==> src/rtl/core/vpv_pkg.sv <==
// Shared widths, codes, stage payload types and pan curves for the voice volume calculator.
package vpv_pkg;

    localparam int SONG_TRACKS = 13;
    localparam int NUM_TRACKS  = 32;

    localparam int TRACK_W = 5;
    localparam int VOL_W   = 8;
    localparam int PAN_W   = 10;
    localparam int SCALE_W = 16;
    localparam int SE_W    = 8;
    localparam int OUT_W   = 16;
    localparam int CURVE_W = 8;

    localparam int PAN41_MAX = 40;
    localparam int PAN41_MID = 20;
    localparam int PAN65_MAX = 64;
    localparam int PAN65_MID = 32;
    localparam int PAN41_IW  = $clog2(PAN41_MAX + 1);
    localparam int PAN65_IW  = $clog2(PAN65_MAX + 1);

    localparam int PROD_W = VOL_W + CURVE_W;
    localparam int WIDE_W = OUT_W + SCALE_W;

    // APB register map: one 32-bit register per word
    localparam int CFG_AW  = 3;
    localparam int CFG_DW  = 32;
    localparam int CFG_IW  = CFG_AW - 2;
    localparam logic [CFG_IW-1:0] REG_MONO = '0;

    typedef logic [TRACK_W-1:0]  t_track;
    typedef logic [TRACK_W:0]    t_track_ext;
    typedef logic [VOL_W-1:0]    t_vol;
    typedef logic [SCALE_W-1:0]  t_scale_val;
    typedef logic [CURVE_W-1:0]  t_curve;
    typedef logic [PAN41_IW-1:0] t_pan41;
    typedef logic [PAN65_IW-1:0] t_pan65;
    typedef logic [PROD_W-1:0]   t_prod;
    typedef logic [OUT_W-1:0]    t_out_vol;

    typedef enum logic [1:0] {
        PATH_ZERO,
        PATH_SONG,
        PATH_SE_FLAT,
        PATH_SE_SCALED
    } t_path;

    // Input beat as taken from the channel
    typedef struct packed {
        t_track              track;
        t_vol                volume;
        t_vol                decay_volume;
        logic [PAN_W-1:0]    pan_position;
        t_scale_val          master_volume;
        logic [SE_W-1:0]     se_type;
        logic [SE_W-1:0]     se_pan;
        t_scale_val          se_volume;
    } t_item;

    // After decay, pan resolve and curve lookup
    typedef struct packed {
        t_track     voice;
        t_path      path;
        t_vol       vol;
        t_scale_val master;
        t_scale_val se_vol;
        t_curve     cr;
        t_curve     cl;
    } t_front;

    // After the first multiply
    typedef struct packed {
        t_track     voice;
        t_path      path;
        t_scale_val master;
        t_prod      prod_r;
        t_prod      prod_l;
        t_vol       vol2;
        t_curve     cr;
        t_curve     cl;
    } t_scale;

    // Final result
    typedef struct packed {
        t_track   voice;
        t_out_vol left_volume;
        t_out_vol right_volume;
    } t_mix;

    localparam t_curve CURVE41 [PAN41_MAX+1] = '{
        8'd0,   8'd2,   8'd4,   8'd7,   8'd10,  8'd13,  8'd16,  8'd20,  8'd24,  8'd28,
        8'd32,  8'd36,  8'd40,  8'd45,  8'd50,  8'd55,  8'd60,  8'd65,  8'd70,  8'd75,
        8'd80,  8'd84,  8'd88,  8'd92,  8'd96,  8'd100, 8'd104, 8'd107, 8'd110, 8'd112,
        8'd114, 8'd116, 8'd118, 8'd120, 8'd122, 8'd123, 8'd124, 8'd125, 8'd126, 8'd127,
        8'd127
    };

    localparam t_curve CURVE65 [PAN65_MAX+1] = '{
        8'd0,   8'd2,   8'd4,   8'd6,   8'd8,   8'd10,  8'd14,  8'd18,  8'd22,  8'd28,
        8'd34,  8'd40,  8'd46,  8'd52,  8'd58,  8'd64,  8'd70,  8'd76,  8'd82,  8'd88,
        8'd94,  8'd100, 8'd106, 8'd112, 8'd118, 8'd124, 8'd130, 8'd136, 8'd142, 8'd148,
        8'd154, 8'd160, 8'd166, 8'd172, 8'd178, 8'd183, 8'd188, 8'd193, 8'd198, 8'd203,
        8'd208, 8'd213, 8'd217, 8'd221, 8'd224, 8'd227, 8'd230, 8'd233, 8'd236, 8'd238,
        8'd240, 8'd242, 8'd244, 8'd246, 8'd248, 8'd249, 8'd250, 8'd251, 8'd252, 8'd253,
        8'd254, 8'd254, 8'd255, 8'd255, 8'd255
    };

endpackage

==> src/rtl/core/vpv_in_if.sv <==
// Input channel: voice update beats with valid/ready handshake.
interface vpv_in_if;
    logic                       valid;
    logic                       ready;
    logic [vpv_pkg::TRACK_W-1:0] track;
    logic [vpv_pkg::VOL_W-1:0]   volume;
    logic [vpv_pkg::VOL_W-1:0]   decay_volume;
    logic [vpv_pkg::PAN_W-1:0]   pan_position;
    logic [vpv_pkg::SCALE_W-1:0] master_volume;
    logic [vpv_pkg::SE_W-1:0]    se_type;
    logic [vpv_pkg::SE_W-1:0]    se_pan;
    logic [vpv_pkg::SCALE_W-1:0] se_volume;

    modport source (
        output valid, track, volume, decay_volume, pan_position,
               master_volume, se_type, se_pan, se_volume,
        input  ready
    );
    modport sink (
        input  valid, track, volume, decay_volume, pan_position,
               master_volume, se_type, se_pan, se_volume,
        output ready
    );
endinterface

==> src/rtl/core/vpv_out_if.sv <==
// Output channel: left/right voice volume beats with valid/ready handshake.
interface vpv_out_if;
    logic                        valid;
    logic                        ready;
    logic [vpv_pkg::TRACK_W-1:0] voice;
    logic [vpv_pkg::OUT_W-1:0]   left_volume;
    logic [vpv_pkg::OUT_W-1:0]   right_volume;

    modport source (
        output valid, voice, left_volume, right_volume,
        input  ready
    );
    modport sink (
        input  valid, voice, left_volume, right_volume,
        output ready
    );
endinterface

==> src/rtl/core/vpv_cfg.sv <==
// APB register block holding the mono output control.
module vpv_cfg (
    input  logic                        i_clk,
    input  logic                        i_rst_n,
    input  logic                        psel,
    input  logic                        penable,
    input  logic                        pwrite,
    input  logic [vpv_pkg::CFG_AW-1:0]  paddr,
    input  logic [vpv_pkg::CFG_DW-1:0]  pwdata,
    output logic [vpv_pkg::CFG_DW-1:0]  prdata,
    output logic                        pready,
    output logic                        o_mono
);
    import vpv_pkg::*;

    logic r_mono;
    logic wr_mono;

    assign pready  = 1'b1;
    assign wr_mono = psel && penable && pwrite && pready
                     && (paddr[CFG_AW-1:2] == REG_MONO);

    // Capture the mono bit on the access phase
    always_ff @(posedge i_clk) begin
        if (!i_rst_n) begin
            r_mono <= 1'b0;
        end else if (wr_mono) begin
            r_mono <= pwdata[0];
        end
    end

    // Read back
    always_comb begin
        prdata = '0;
        if (paddr[CFG_AW-1:2] == REG_MONO) begin
            prdata = {{(CFG_DW-1){1'b0}}, r_mono};
        end
    end

    assign o_mono = r_mono;
endmodule

==> src/rtl/core/vpv_front.sv <==
// Stage 1: decay subtract, path decode, pan clamp and pan curve lookup.
module vpv_front (
    input  logic            i_clk,
    input  logic            i_rst_n,
    input  logic            i_mono,
    input  logic            i_valid,
    input  vpv_pkg::t_item  i_data,
    output logic            o_ready,
    output logic            o_valid,
    output vpv_pkg::t_front o_data,
    input  logic            i_ready
);
    import vpv_pkg::*;

    logic   r_valid;
    t_front r_data;
    t_front n_data;
    t_vol   vol;
    t_pan41 pan41;
    t_pan65 pan65;
    t_path  path;

    assign o_ready = !r_valid || i_ready;

    // Floor the decayed volume at zero
    assign vol = (i_data.volume >= i_data.decay_volume)
                 ? t_vol'(i_data.volume - i_data.decay_volume) : '0;

    // Resolve both pan indices
    always_comb begin
        if (i_mono) begin
            pan41 = t_pan41'(PAN41_MID);
        end else if (i_data.pan_position > PAN_W'(PAN41_MAX)) begin
            pan41 = t_pan41'(PAN41_MAX);
        end else begin
            pan41 = i_data.pan_position[PAN41_IW-1:0];
        end
        if (i_mono) begin
            pan65 = t_pan65'(PAN65_MID);
        end else if (i_data.se_pan > SE_W'(PAN65_MAX)) begin
            pan65 = t_pan65'(PAN65_MAX);
        end else begin
            pan65 = i_data.se_pan[PAN65_IW-1:0];
        end
    end

    // Pick the track's path
    always_comb begin
        if (t_track_ext'({1'b0, i_data.track}) >= t_track_ext'(NUM_TRACKS)) begin
            path = PATH_ZERO;
        end else if (i_data.track < t_track'(SONG_TRACKS)) begin
            path = PATH_SONG;
        end else if (i_data.se_type == '0) begin
            path = PATH_SE_FLAT;
        end else begin
            path = PATH_SE_SCALED;
        end
    end

    // Assemble stage payload with the curve gains
    always_comb begin
        n_data.voice  = i_data.track;
        n_data.path   = path;
        n_data.vol    = vol;
        n_data.master = i_data.master_volume;
        n_data.se_vol = i_data.se_volume;
        if (path == PATH_SE_SCALED) begin
            n_data.cr = CURVE65[pan65];
            n_data.cl = CURVE65[t_pan65'(PAN65_MAX) - pan65];
        end else begin
            n_data.cr = CURVE41[pan41];
            n_data.cl = CURVE41[t_pan41'(PAN41_MAX) - pan41];
        end
    end

    always_ff @(posedge i_clk) begin
        if (!i_rst_n) begin
            r_valid <= 1'b0;
        end else if (o_ready) begin
            r_valid <= i_valid;
        end
    end

    always_ff @(posedge i_clk) begin
        if (o_ready && i_valid) begin
            r_data <= n_data;
        end
    end

    assign o_valid = r_valid;
    assign o_data  = r_data;
endmodule

==> src/rtl/core/vpv_scale.sv <==
// Stage 2: volume times curve gain, or volume times effect volume.
module vpv_scale (
    input  logic            i_clk,
    input  logic            i_rst_n,
    input  logic            i_valid,
    input  vpv_pkg::t_front i_data,
    output logic            o_ready,
    output logic            o_valid,
    output vpv_pkg::t_scale o_data,
    input  logic            i_ready
);
    import vpv_pkg::*;

    logic                       r_valid;
    t_scale                     r_data;
    t_scale                     n_data;
    logic [VOL_W+SCALE_W-1:0]   se_prod;

    assign o_ready = !r_valid || i_ready;
    assign se_prod = i_data.vol * i_data.se_vol;

    // First multiply per path
    always_comb begin
        n_data.voice  = i_data.voice;
        n_data.path   = i_data.path;
        n_data.master = i_data.master;
        n_data.cr     = i_data.cr;
        n_data.cl     = i_data.cl;
        n_data.prod_r = i_data.vol * i_data.cr;
        n_data.prod_l = i_data.vol * i_data.cl;
        n_data.vol2   = se_prod[VOL_W+SCALE_W-1:SCALE_W];
    end

    always_ff @(posedge i_clk) begin
        if (!i_rst_n) begin
            r_valid <= 1'b0;
        end else if (o_ready) begin
            r_valid <= i_valid;
        end
    end

    always_ff @(posedge i_clk) begin
        if (o_ready && i_valid) begin
            r_data <= n_data;
        end
    end

    assign o_valid = r_valid;
    assign o_data  = r_data;
endmodule

==> src/rtl/core/vpv_mix.sv <==
// Stage 3: master volume scaling, effect curve gain or pass-through of the first product, then output register.
module vpv_mix (
    input  logic            i_clk,
    input  logic            i_rst_n,
    input  logic            i_valid,
    input  vpv_pkg::t_scale i_data,
    output logic            o_ready,
    output logic            o_valid,
    output vpv_pkg::t_mix   o_data,
    input  logic            i_ready
);
    import vpv_pkg::*;

    logic              r_valid;
    t_mix              r_data;
    t_mix              n_data;
    logic [WIDE_W-1:0] song_r;
    logic [WIDE_W-1:0] song_l;
    t_out_vol          se_r;
    t_out_vol          se_l;

    assign o_ready = !r_valid || i_ready;

    assign song_r = i_data.prod_r * i_data.master;
    assign song_l = i_data.prod_l * i_data.master;
    assign se_r   = i_data.vol2 * i_data.cr;
    assign se_l   = i_data.vol2 * i_data.cl;

    // Select the final volumes per path
    always_comb begin
        n_data.voice = i_data.voice;
        case (i_data.path)
            PATH_SONG: begin
                n_data.right_volume = song_r[WIDE_W-1:SCALE_W];
                n_data.left_volume  = song_l[WIDE_W-1:SCALE_W];
            end
            PATH_SE_FLAT: begin
                n_data.right_volume = t_out_vol'(i_data.prod_r);
                n_data.left_volume  = t_out_vol'(i_data.prod_l);
            end
            PATH_SE_SCALED: begin
                n_data.right_volume = se_r;
                n_data.left_volume  = se_l;
            end
            default: begin
                n_data.right_volume = '0;
                n_data.left_volume  = '0;
            end
        endcase
    end

    always_ff @(posedge i_clk) begin
        if (!i_rst_n) begin
            r_valid <= 1'b0;
        end else if (o_ready) begin
            r_valid <= i_valid;
        end
    end

    always_ff @(posedge i_clk) begin
        if (o_ready && i_valid) begin
            r_data <= n_data;
        end
    end

    assign o_valid = r_valid;
    assign o_data  = r_data;
endmodule

==> src/rtl/core/voice_pan_volume_calc.sv <==
// Voice pan/volume calculator: three-stage pipeline taking one voice update beat per clock
// while o_out is not stalled, so throughput is one voice per clock. A beat accepted on i_in
// yields exactly one beat on o_out after passing the three register stages in order:
// decay/pan-curve lookup, the first multiply (volume times curve gain or effect volume),
// and the second multiply (master scaling or effect curve gain). Backpressure on o_out
// freezes the stages holding beats while empty stages keep filling, so i_in.ready is high
// whenever o_out holds no beat.
// Write mono_output (APB address 0, bit 0) only while no beats are in flight.
module voice_pan_volume_calc (
    input  logic                        i_clk,
    input  logic                        i_rst_n,
    vpv_in_if.sink                      i_in,
    vpv_out_if.source                   o_out,
    input  logic                        psel,
    input  logic                        penable,
    input  logic                        pwrite,
    input  logic [vpv_pkg::CFG_AW-1:0]  paddr,
    input  logic [vpv_pkg::CFG_DW-1:0]  pwdata,
    output logic [vpv_pkg::CFG_DW-1:0]  prdata,
    output logic                        pready
);
    import vpv_pkg::*;

    logic   mono;
    t_item  item;
    logic   s1_valid;
    logic   s1_ready;
    t_front s1_data;
    logic   s2_valid;
    logic   s2_ready;
    t_scale s2_data;
    t_mix   s3_data;

    // Pack the input beat
    assign item.track         = i_in.track;
    assign item.volume        = i_in.volume;
    assign item.decay_volume  = i_in.decay_volume;
    assign item.pan_position  = i_in.pan_position;
    assign item.master_volume = i_in.master_volume;
    assign item.se_type       = i_in.se_type;
    assign item.se_pan        = i_in.se_pan;
    assign item.se_volume     = i_in.se_volume;

    vpv_cfg u_cfg (
        .i_clk   (i_clk),
        .i_rst_n (i_rst_n),
        .psel    (psel),
        .penable (penable),
        .pwrite  (pwrite),
        .paddr   (paddr),
        .pwdata  (pwdata),
        .prdata  (prdata),
        .pready  (pready),
        .o_mono  (mono)
    );

    vpv_front u_front (
        .i_clk   (i_clk),
        .i_rst_n (i_rst_n),
        .i_mono  (mono),
        .i_valid (i_in.valid),
        .i_data  (item),
        .o_ready (i_in.ready),
        .o_valid (s1_valid),
        .o_data  (s1_data),
        .i_ready (s1_ready)
    );

    vpv_scale u_scale (
        .i_clk   (i_clk),
        .i_rst_n (i_rst_n),
        .i_valid (s1_valid),
        .i_data  (s1_data),
        .o_ready (s1_ready),
        .o_valid (s2_valid),
        .o_data  (s2_data),
        .i_ready (s2_ready)
    );

    vpv_mix u_mix (
        .i_clk   (i_clk),
        .i_rst_n (i_rst_n),
        .i_valid (s2_valid),
        .i_data  (s2_data),
        .o_ready (s2_ready),
        .o_valid (o_out.valid),
        .o_data  (s3_data),
        .i_ready (o_out.ready)
    );

    // Unpack the result beat
    assign o_out.voice        = s3_data.voice;
    assign o_out.left_volume  = s3_data.left_volume;
    assign o_out.right_volume = s3_data.right_volume;
endmodule

==> src/flat_wrapper.sv <==
// flat-port wrapper written by rule: the top's interface ports become plain ports
module voice_pan_volume_calc_flat import vpv_pkg::*;
  (i_clk, i_rst_n, psel, penable, pwrite, paddr, pwdata, prdata, pready, i_in_valid, i_in_track, i_in_volume, i_in_decay_volume, i_in_pan_position, i_in_master_volume, i_in_se_type, i_in_se_pan, i_in_se_volume, i_in_ready, o_out_valid, o_out_voice, o_out_left_volume, o_out_right_volume, o_out_ready);
  vpv_in_if i_in_i ();
  vpv_out_if o_out_i ();
  input  logic i_clk;
  input  logic i_rst_n;
  input  logic psel;
  input  logic penable;
  input  logic pwrite;
  input  logic [vpv_pkg::CFG_AW-1:0] paddr;
  input  logic [vpv_pkg::CFG_DW-1:0] pwdata;
  output logic [vpv_pkg::CFG_DW-1:0] prdata;
  output logic pready;
  input wire logic [$bits(i_in_i.valid)-1:0] i_in_valid;
  input wire logic [$bits(i_in_i.track)-1:0] i_in_track;
  input wire logic [$bits(i_in_i.volume)-1:0] i_in_volume;
  input wire logic [$bits(i_in_i.decay_volume)-1:0] i_in_decay_volume;
  input wire logic [$bits(i_in_i.pan_position)-1:0] i_in_pan_position;
  input wire logic [$bits(i_in_i.master_volume)-1:0] i_in_master_volume;
  input wire logic [$bits(i_in_i.se_type)-1:0] i_in_se_type;
  input wire logic [$bits(i_in_i.se_pan)-1:0] i_in_se_pan;
  input wire logic [$bits(i_in_i.se_volume)-1:0] i_in_se_volume;
  output wire logic [$bits(i_in_i.ready)-1:0] i_in_ready;
  output wire logic [$bits(o_out_i.valid)-1:0] o_out_valid;
  output wire logic [$bits(o_out_i.voice)-1:0] o_out_voice;
  output wire logic [$bits(o_out_i.left_volume)-1:0] o_out_left_volume;
  output wire logic [$bits(o_out_i.right_volume)-1:0] o_out_right_volume;
  input wire logic [$bits(o_out_i.ready)-1:0] o_out_ready;
  assign i_in_i.valid = i_in_valid;
  assign i_in_i.track = i_in_track;
  assign i_in_i.volume = i_in_volume;
  assign i_in_i.decay_volume = i_in_decay_volume;
  assign i_in_i.pan_position = i_in_pan_position;
  assign i_in_i.master_volume = i_in_master_volume;
  assign i_in_i.se_type = i_in_se_type;
  assign i_in_i.se_pan = i_in_se_pan;
  assign i_in_i.se_volume = i_in_se_volume;
  assign i_in_ready = i_in_i.ready;
  assign o_out_valid = o_out_i.valid;
  assign o_out_voice = o_out_i.voice;
  assign o_out_left_volume = o_out_i.left_volume;
  assign o_out_right_volume = o_out_i.right_volume;
  assign o_out_i.ready = o_out_ready;
  voice_pan_volume_calc u_core (.i_clk(i_clk), .i_rst_n(i_rst_n), .i_in(i_in_i), .o_out(o_out_i), .psel(psel), .penable(penable), .pwrite(pwrite), .paddr(paddr), .pwdata(pwdata), .prdata(prdata), .pready(pready));
endmodule
==> config.mk <==
export PLATFORM = sky130hd
export DESIGN_NAME = voice_pan_volume_calc_flat
export DESIGN_NICKNAME = d
export VERILOG_FILES = /design/src/rtl/core/vpv_pkg.sv /design/src/rtl/core/vpv_in_if.sv /design/src/rtl/core/vpv_out_if.sv /design/src/rtl/core/vpv_cfg.sv /design/src/rtl/core/vpv_front.sv /design/src/rtl/core/vpv_scale.sv /design/src/rtl/core/vpv_mix.sv /design/src/rtl/core/voice_pan_volume_calc.sv /design/src/flat_wrapper.sv
export SDC_FILE = /design/constraint.sdc
export NUM_CORES = 2
export LEC_CHECK = 0
export ABC_AREA = 1
export BUFFER_PORTS_ARGS = -buffer_cell sky130_fd_sc_hd__buf_4
export CORE_MARGIN = 2
export CORE_UTILIZATION = 60
export CTS_CLUSTER_DIAMETER = 50
export DETAILED_ROUTE_END_ITERATION = 10
export GPL_TIMING_DRIVEN = 0
export PLACE_DENSITY_LB_ADDON = 0.2
export SLEW_MARGIN = 0
export SYNTH_ARGS = -nofsm -noshare
export SYNTH_HDL_FRONTEND = slang
export SYNTH_HIERARCHICAL = 1
export SYNTH_SLANG_ARGS = --single-unit
==> constraint.sdc <==
create_clock -name i_clk -period 14.17 [get_ports i_clk]
set_clock_uncertainty 0.05 [all_clocks]
set_input_delay 1.417 -clock i_clk [delete_from_list [all_inputs] [get_ports i_clk]]
set_output_delay 1.417 -clock i_clk [all_outputs]
set_load 0.01 [all_outputs]
After elaboration in Yosys (flattened, before gate mapping)
Memories as Yosys holds them, arrays and structs flattened.
Index checks and enable logic that the tools add are counted.
{"block": "word_totals", "mem_bits_ro": 3072, "latchBits": 0, "mem_bits_rw": 0, "inputBits": 121, "reg_bits": 183, "n_memories": 4, "output_inout_bits": 72, "wordCells": 83}
{"block": "classes", "order_cmp": 8, "div": 0, "mux": 17, "add_sub_neg": 3, "n_eq_ne": 4, "mul": 7, "bitwise_logic": 5, "n_reduce_logical": 13, "shifts": 0}
{"name": "(no name shown)", "words": 128, "word_bits": 8, "read_ports": 1, "rd_ports_with_merged_regs": 0, "wr": 0, "line": "vpv_front.sv:69", "rtl": "n_data.cl = CURVE65[t_pan65'(PAN65_MAX) - pan65];"}
{"name": "(no name shown)", "words": 128, "word_bits": 8, "read_ports": 1, "rd_ports_with_merged_regs": 0, "wr": 0, "line": "vpv_front.sv:68", "rtl": "n_data.cr = CURVE65[pan65];"}
{"name": "(no name shown)", "words": 64, "word_bits": 8, "read_ports": 1, "rd_ports_with_merged_regs": 0, "wr": 0, "line": "vpv_front.sv:72", "rtl": "n_data.cl = CURVE41[t_pan41'(PAN41_MAX) - pan41];"}
{"name": "(no name shown)", "words": 64, "word_bits": 8, "read_ports": 1, "rd_ports_with_merged_regs": 0, "wr": 0, "line": "vpv_front.sv:71", "rtl": "n_data.cr = CURVE41[pan41];"}
{"op": "$pmux W32 S3", "n": 1}
{"op": "$mul A16 B16 Y32", "n": 2}
{"op": "$mul A8 B8 Y16", "n": 4}
{"op": "$mux W8", "n": 8}
{"op": "$mul A8 B16 Y24", "n": 1}
{"op": "$ge A8 B8 Y1 const B", "n": 2}
{"op": "$mux W16", "n": 1}
{"op": "$not A7 Y8", "n": 2}
{"op": "$ge A7 B7 Y1 const B", "n": 2}
{"op": "$mux W7", "n": 2}
{"op": "$not A6 Y7", "n": 2}
{"op": "$mux W6", "n": 2}
{"op": "$gt A10 B6 Y1 const B", "n": 1}
{"op": "$ge A8 B8 Y1", "n": 1}
{"op": "$gt A8 B7 Y1 const B", "n": 1}
{"op": "$logic_not A8 Y1", "n": 1}
{"op": "$sub A8 B8 Y8", "n": 1}
{"op": "$sub A7 B7 Y7 const A", "n": 1}
{"op": "$eq A2 B2 Y1 const B", "n": 3}
{"op": "$logic_and A1 B1 Y1", "n": 6}
{"op": "$sub A6 B6 Y6 const A", "n": 1}
{"op": "$lt A5 B4 Y1 const B", "n": 1}
{"op": "$logic_not A1 Y1", "n": 3}
{"op": "$logic_or A1 B1 Y1", "n": 3}
{"op": "other kinds (4)", "n": 5}

Depth between registers and ports, before layout
{"block": "depth", "word_depth": 9, "ltp_mapped": 26, "depth_no_buf": 24}

By module
The synthesis kept the hierarchy.
{"module": "vpv_mix", "seq_area_each_um2": 1131.1, "cells_each": 3319, "area_per_inst_um2": 23975.5, "instances": 1}
{"module": "vpv_scale", "seq_area_each_um2": 2392.3, "cells_each": 1331, "area_per_inst_um2": 10951.8, "instances": 1}
{"module": "vpv_front", "seq_area_each_um2": 1911.8, "cells_each": 633, "area_per_inst_um2": 4912.2, "instances": 1}
{"module": "vpv_cfg", "seq_area_each_um2": 20.0, "cells_each": 46, "area_per_inst_um2": 314.1, "instances": 1}

Worst setup path after synthesis
OpenSTA, ideal clock, no wires.
{"block": "synth_timing", "path_kind": "input port to flip-flop", "start": "input port o_out_ready", "end": "register u_core.u_scale.r_data (netlist bit u_core/u_scale/o_data[0]), enable pin", "slack_ns": 8.209, "arrival_time_ns": 5.369, "path_stages": 4, "t_required_ns": 13.578, "setup_time_ns": 0.542, "n_path_buf": 0, "cell_sequence": "inv_1 -> nand2_1 -> inv_1 -> a21oi_1"}
{"block": "synth_via", "elab_chain_cells": 3}
{"element": "from (decl)", "line": "flat_wrapper.sv:29", "rtl": "input wire logic [$bits(o_out_i.ready)-1:0] o_out_ready;"}
{"element": "$logic_or A1 B1 Y1", "line": "vpv_mix.sv:22", "rtl": "assign o_ready = !r_valid || i_ready;"}
{"element": "named net u_core.s2_ready", "line": "voice_pan_volume_calc.sv:30", "rtl": "logic s2_ready;"}
{"element": "$logic_or A1 B1 Y1", "line": "vpv_scale.sv:19", "rtl": "assign o_ready = !r_valid || i_ready;"}
{"element": "$logic_and A1 B1 Y1", "line": "vpv_scale.sv:43", "rtl": "if (o_ready && i_valid) begin"}
{"element": "to (signal assigned)", "line": "vpv_scale.sv:44", "rtl": "r_data <= n_data;"}
{"element": "to (decl)", "line": "vpv_scale.sv:15", "rtl": "t_scale r_data;"}
The timed path passes the listed nets, and every way through them passes these cells.
A chain may end at the register's enable or synchronous reset.

==> out/results.txt <==
Result of the run: complete, no violations
I/O pins: 193
Endpoint kind of the worst setup timing path: flop
Hold Crit Depth: 0
Area growth from synthesis to layout: 7.16%
Number of setup violations in the final report: 0
Slack of the worst reg-to-reg path: 6.92 ns
Core region area: 0.0660 sq mm
Timing-limited maximum frequency: 138 MHz
Average routed wire per standard cell: 17.4 um
Cell with the most instances on the worst path: sky130_fd_sc_hd__fa_1
Count of endpoints failing hold in the final timing report: 0
Iteration-0 DRC Markers: 2,697
Depth of the worst register-to-register path: 22
Cells along the critical path: clkbuf_1 > buf_1 > nand2_1 > fa_1 > fa_1 > inv_1 > fa_1 > fa_1 > fa_1 > inv_1 > fa_1 > inv_1 > ha_1 > a21oi_1 > o21ai_0 > nand2_1 > nand2_1 > inv_1 > nand3_1 > or2_1 > nand3_1 > nand2_1
Total wire length: 111,000 um
Sum of negative setup slack: 0 ns
Initial standard-cell utilization of the core: 0.609
Share of the clock period used by the worst path: 0.512
Post-synthesis sequential area ratio: 0.136
# H-tree levels: 4
Remaining antenna violation count: 0
Cell with the most instances after synthesis: sky130_fd_sc_hd__nand2_1
Arrival time reported for the critical path endpoint: 7.42 ns
Vias in the first global route: 34,600
Predominant post-synthesis flop cell: sky130_fd_sc_hd__edfxtp_1
Worst Setup Path Type: reg2reg
Rel. slew slack: 0.285
Sequential Area: 0.00546 sq mm
Sinks on the clock net: 183
Filler cell count in the final layout: 5,870
Startpoint of the most critical hold path: u_core/u_scale/o_data[77]
Area of the multi-input gates: 0.0283 sq mm
Max-capacitance violation count: 0
Post-Synthesis Mean Instance Area: 7.53 sq um
Synth Instances: 5,329
Worst-skew pair later-pin latency: 0.49 ns
Cell with the largest stage delay on the worst path: sky130_fd_sc_hd__edfxtp_1
Type of the tightest min-delay check: reg2reg
Proportion of synthesized flip-flops having asynchronous set or reset: 0
PostCTS Resize Cnt: 0
Aggregate global routing overflow: 0
YS warnings: 6
Worst Hold Endpoint: u_core/u_mix/o_data[35]
Row count: 94
Unrepaired setup endpoints after global routing: no
Post-placement setup slack: 7.21 ns
Ranking of synthesized cells by area: sky130_fd_sc_hd__fa_1 (31%), sky130_fd_sc_hd__nand2_1 (14%), sky130_fd_sc_hd__inv_1 (13%), sky130_fd_sc_hd__edfxtp_1 (13%), sky130_fd_sc_hd__ha_1 (13%)
Vias after detailed routing: 33,900
Number of inserted diodes: 0
Max incr delay on CP: 0.66 ns
CTS tree: done
Root Buffer Master: sky130_fd_sc_hd__clkbuf_16
Post-Layout Cell Count: 6,388
Post-synth EDFFs: 179
Area share of the largest cell type after synthesis: 0.306
Number of input and output port buffers inserted: 127
Pin count of the biggest net entering global routing: 31
Iteration count of the initial detailed-routing pass: 7
Data required time at the worst endpoint: 14.33 ns
Clock transition at the register clock pins on the worst setup and hold paths after CTS: 0.09 ns
Post-CTS setup-driven buffer insertion count: 0
Worst-case clock buffer depth: 2
Area enclosed by the die boundary: 0.0690 sq mm
Share of final-layout standard cells stronger than drive strength 1: 0.0538
Post-layout minimum cycle time: 7.25 ns
Minimum setup slack in the final design: 6.92 ns
Worst Path Max Fanout: 10
CP Launch Type: flop
Number of remaining DRC errors: 0
All-Layer GR Usage: 0.333
Number of antenna violations at the first check in global routing: 2
Synthesized flop and latch total: 183
# placed instances: 6,356
Die Width: 263 um
Mapped Area: 0.0402 sq mm
Distinct cell type count of the synthesized netlist: 61
Final Max Tran Viols: 0
Number of nets in the layout: 6,664
Transition time of the tightest slew-check pin: 1.07 ns
Via density per instance: 5.31
Post-CTS Hold Buffers: 0
Die Height: 263 um
Most numerous cell types in the synthesized netlist: sky130_fd_sc_hd__nand2_1 (1,503), sky130_fd_sc_hd__inv_1 (1,437), sky130_fd_sc_hd__fa_1 (614)
Detailed placer's ending HPWL: 91,100 um
Endpoint of the most critical register-to-register path: u_core/u_mix/o_data[22]
Inserted Clock Buffers: 17
Routability congestion estimate from global placement: 0.954
Reg-to-reg startpoint: u_core/u_scale/o_data[57]
Largest area contributor in the netlist: sky130_fd_sc_hd__fa_1
Global-route wire length before repair: 180,000 um
==> layer usage <==
| layer | share of wire | global-route usage |
|---|---|---|
| met1 | 0.38 | 0.400 |
| met2 | 0.47 | 0.561 |
| met3 | 0.082 | 0.0597 |
| met4 | 0.067 | 0.197 |
| met5 | 0.00023 | 0 |
==> layout make-up <==
type                       instances  area share
multi-input combinational       3470       0.657
clock buffer                      17     0.00989
timing repair buffer             133      0.0251
clock inverter                    15     0.00329
sequential                       183       0.127
inverter                        1456       0.127
tap                              864      0.0251
buffer                           250      0.0260
==> placed cells by master (no fill, tap or decap), types with 5 or more instances in the layout <==
cell                        Yosys  final
sky130_fd_sc_hd__nand2_1     1503   1503
sky130_fd_sc_hd__inv_1       1437   1437
sky130_fd_sc_hd__fa_1         614    614
sky130_fd_sc_hd__ha_1         418    418
sky130_fd_sc_hd__nand3_1      209    209
sky130_fd_sc_hd__clkbuf_1     198    198
sky130_fd_sc_hd__nor2_1       180    180
sky130_fd_sc_hd__edfxtp_1     179    179
sky130_fd_sc_hd__buf_4         38    165
sky130_fd_sc_hd__a21oi_1      157    154
sky130_fd_sc_hd__o21ai_0       99     99
sky130_fd_sc_hd__conb_1         2     32
sky130_fd_sc_hd__nor3_1        29     29
sky130_fd_sc_hd__nand4_1       27     27
sky130_fd_sc_hd__xor2_1        21     21
sky130_fd_sc_hd__xnor2_1       19     19
sky130_fd_sc_hd__clkbuf_16      0     17
sky130_fd_sc_hd__inv_2         15     15
sky130_fd_sc_hd__o21ai_1       13     13
sky130_fd_sc_hd__o21bai_1      13     13
sky130_fd_sc_hd__nand2_2       12     12
sky130_fd_sc_hd__nand3b_1      12     12
sky130_fd_sc_hd__nor2_2         9      9
sky130_fd_sc_hd__or2_2          8      8
sky130_fd_sc_hd__a21boi_0       8      8
sky130_fd_sc_hd__a31oi_1        7      7
sky130_fd_sc_hd__nand3_2        7      7
sky130_fd_sc_hd__o211ai_1       7      7
sky130_fd_sc_hd__o21a_1         7      7
sky130_fd_sc_hd__a21o_1         7      7
sky130_fd_sc_hd__nand2_4        6      6
sky130_fd_sc_hd__buf_2          5      5
sky130_fd_sc_hd__buf_12         0      5
sky130_fd_sc_hd__a22o_1         5      5
==> through the flow <==
stage	utilization	area (sq um)	hold slack [ns]
after floorplan	-	40300	0.350
after global placement	0.641	42300	0.351
after detailed placement	0.644	42500	0.355
after CTS	0.652	43000	0.370
after global routing	0.652	43000	0.368
final	0.652	43000	0.367
==> cells by family (layout without fill, tap and decap cells) <==
family / Yosys count / after routing / synth area share
buffers and inverters: 1706 / 1871 / 0.164
adders and majority gates: 1032 / 1032 / 0.436
other: 2 / 32 / 0.000187
xor gates and xnor gates: 40 / 40 / 0.00873
AOI/OAI and AO/OA: 347 / 347 / 0.0493
and+or+nand+nor: 2019 / 2019 / 0.205
DFF: 183 / 183 / 0.136
==> critical path, delay by kind of cell, from the launching register on <==
family / cells / cell delay [ns]
buffers and inverters: 6 / 1.49
AO/OA/AOI/OAI: 2 / 0.35
flip-flops: 1 / 0.66
AND/OR/NAND/NOR: 7 / 0.91
adder cells (fa/ha/maj): 7 / 3.48
==> registers in the layout, summed over array words and instances, names as in the netlist <==
signal	count
u_core/u_cfg/o_mono	1
u_core/u_scale/o_valid	1
u_core/u_front/o_data	63
u_core/u_mix/o_valid	1
u_core/u_mix/o_data	37
u_core/u_scale/o_data	79
u_core/u_front/o_valid	1
==> worst max-delay path by stage <==
stage                         startpoint                        end  slack [ns]  depth (start not counted)
2_1_floorplan                o_out_ready   u_core/u_scale/o_data[0]        8.21                          4
3_3_place_gp                 o_out_ready  u_core/u_scale/o_data[23]        5.73                          5
3_5_place_dp   u_core/u_scale/o_data[57]    u_core/u_mix/o_data[16]        7.21                         20
4_1_cts        u_core/u_scale/o_data[57]    u_core/u_mix/o_data[20]        7.17                         20
5_1_grt        u_core/u_scale/o_data[57]    u_core/u_mix/o_data[27]        6.85                         22
6_report       u_core/u_scale/o_data[57]    u_core/u_mix/o_data[22]        6.92                         22
Power is left out: the tool's default activity adds up to more than one toggle a clock period on the data nets, which glitch-free logic cannot reach.
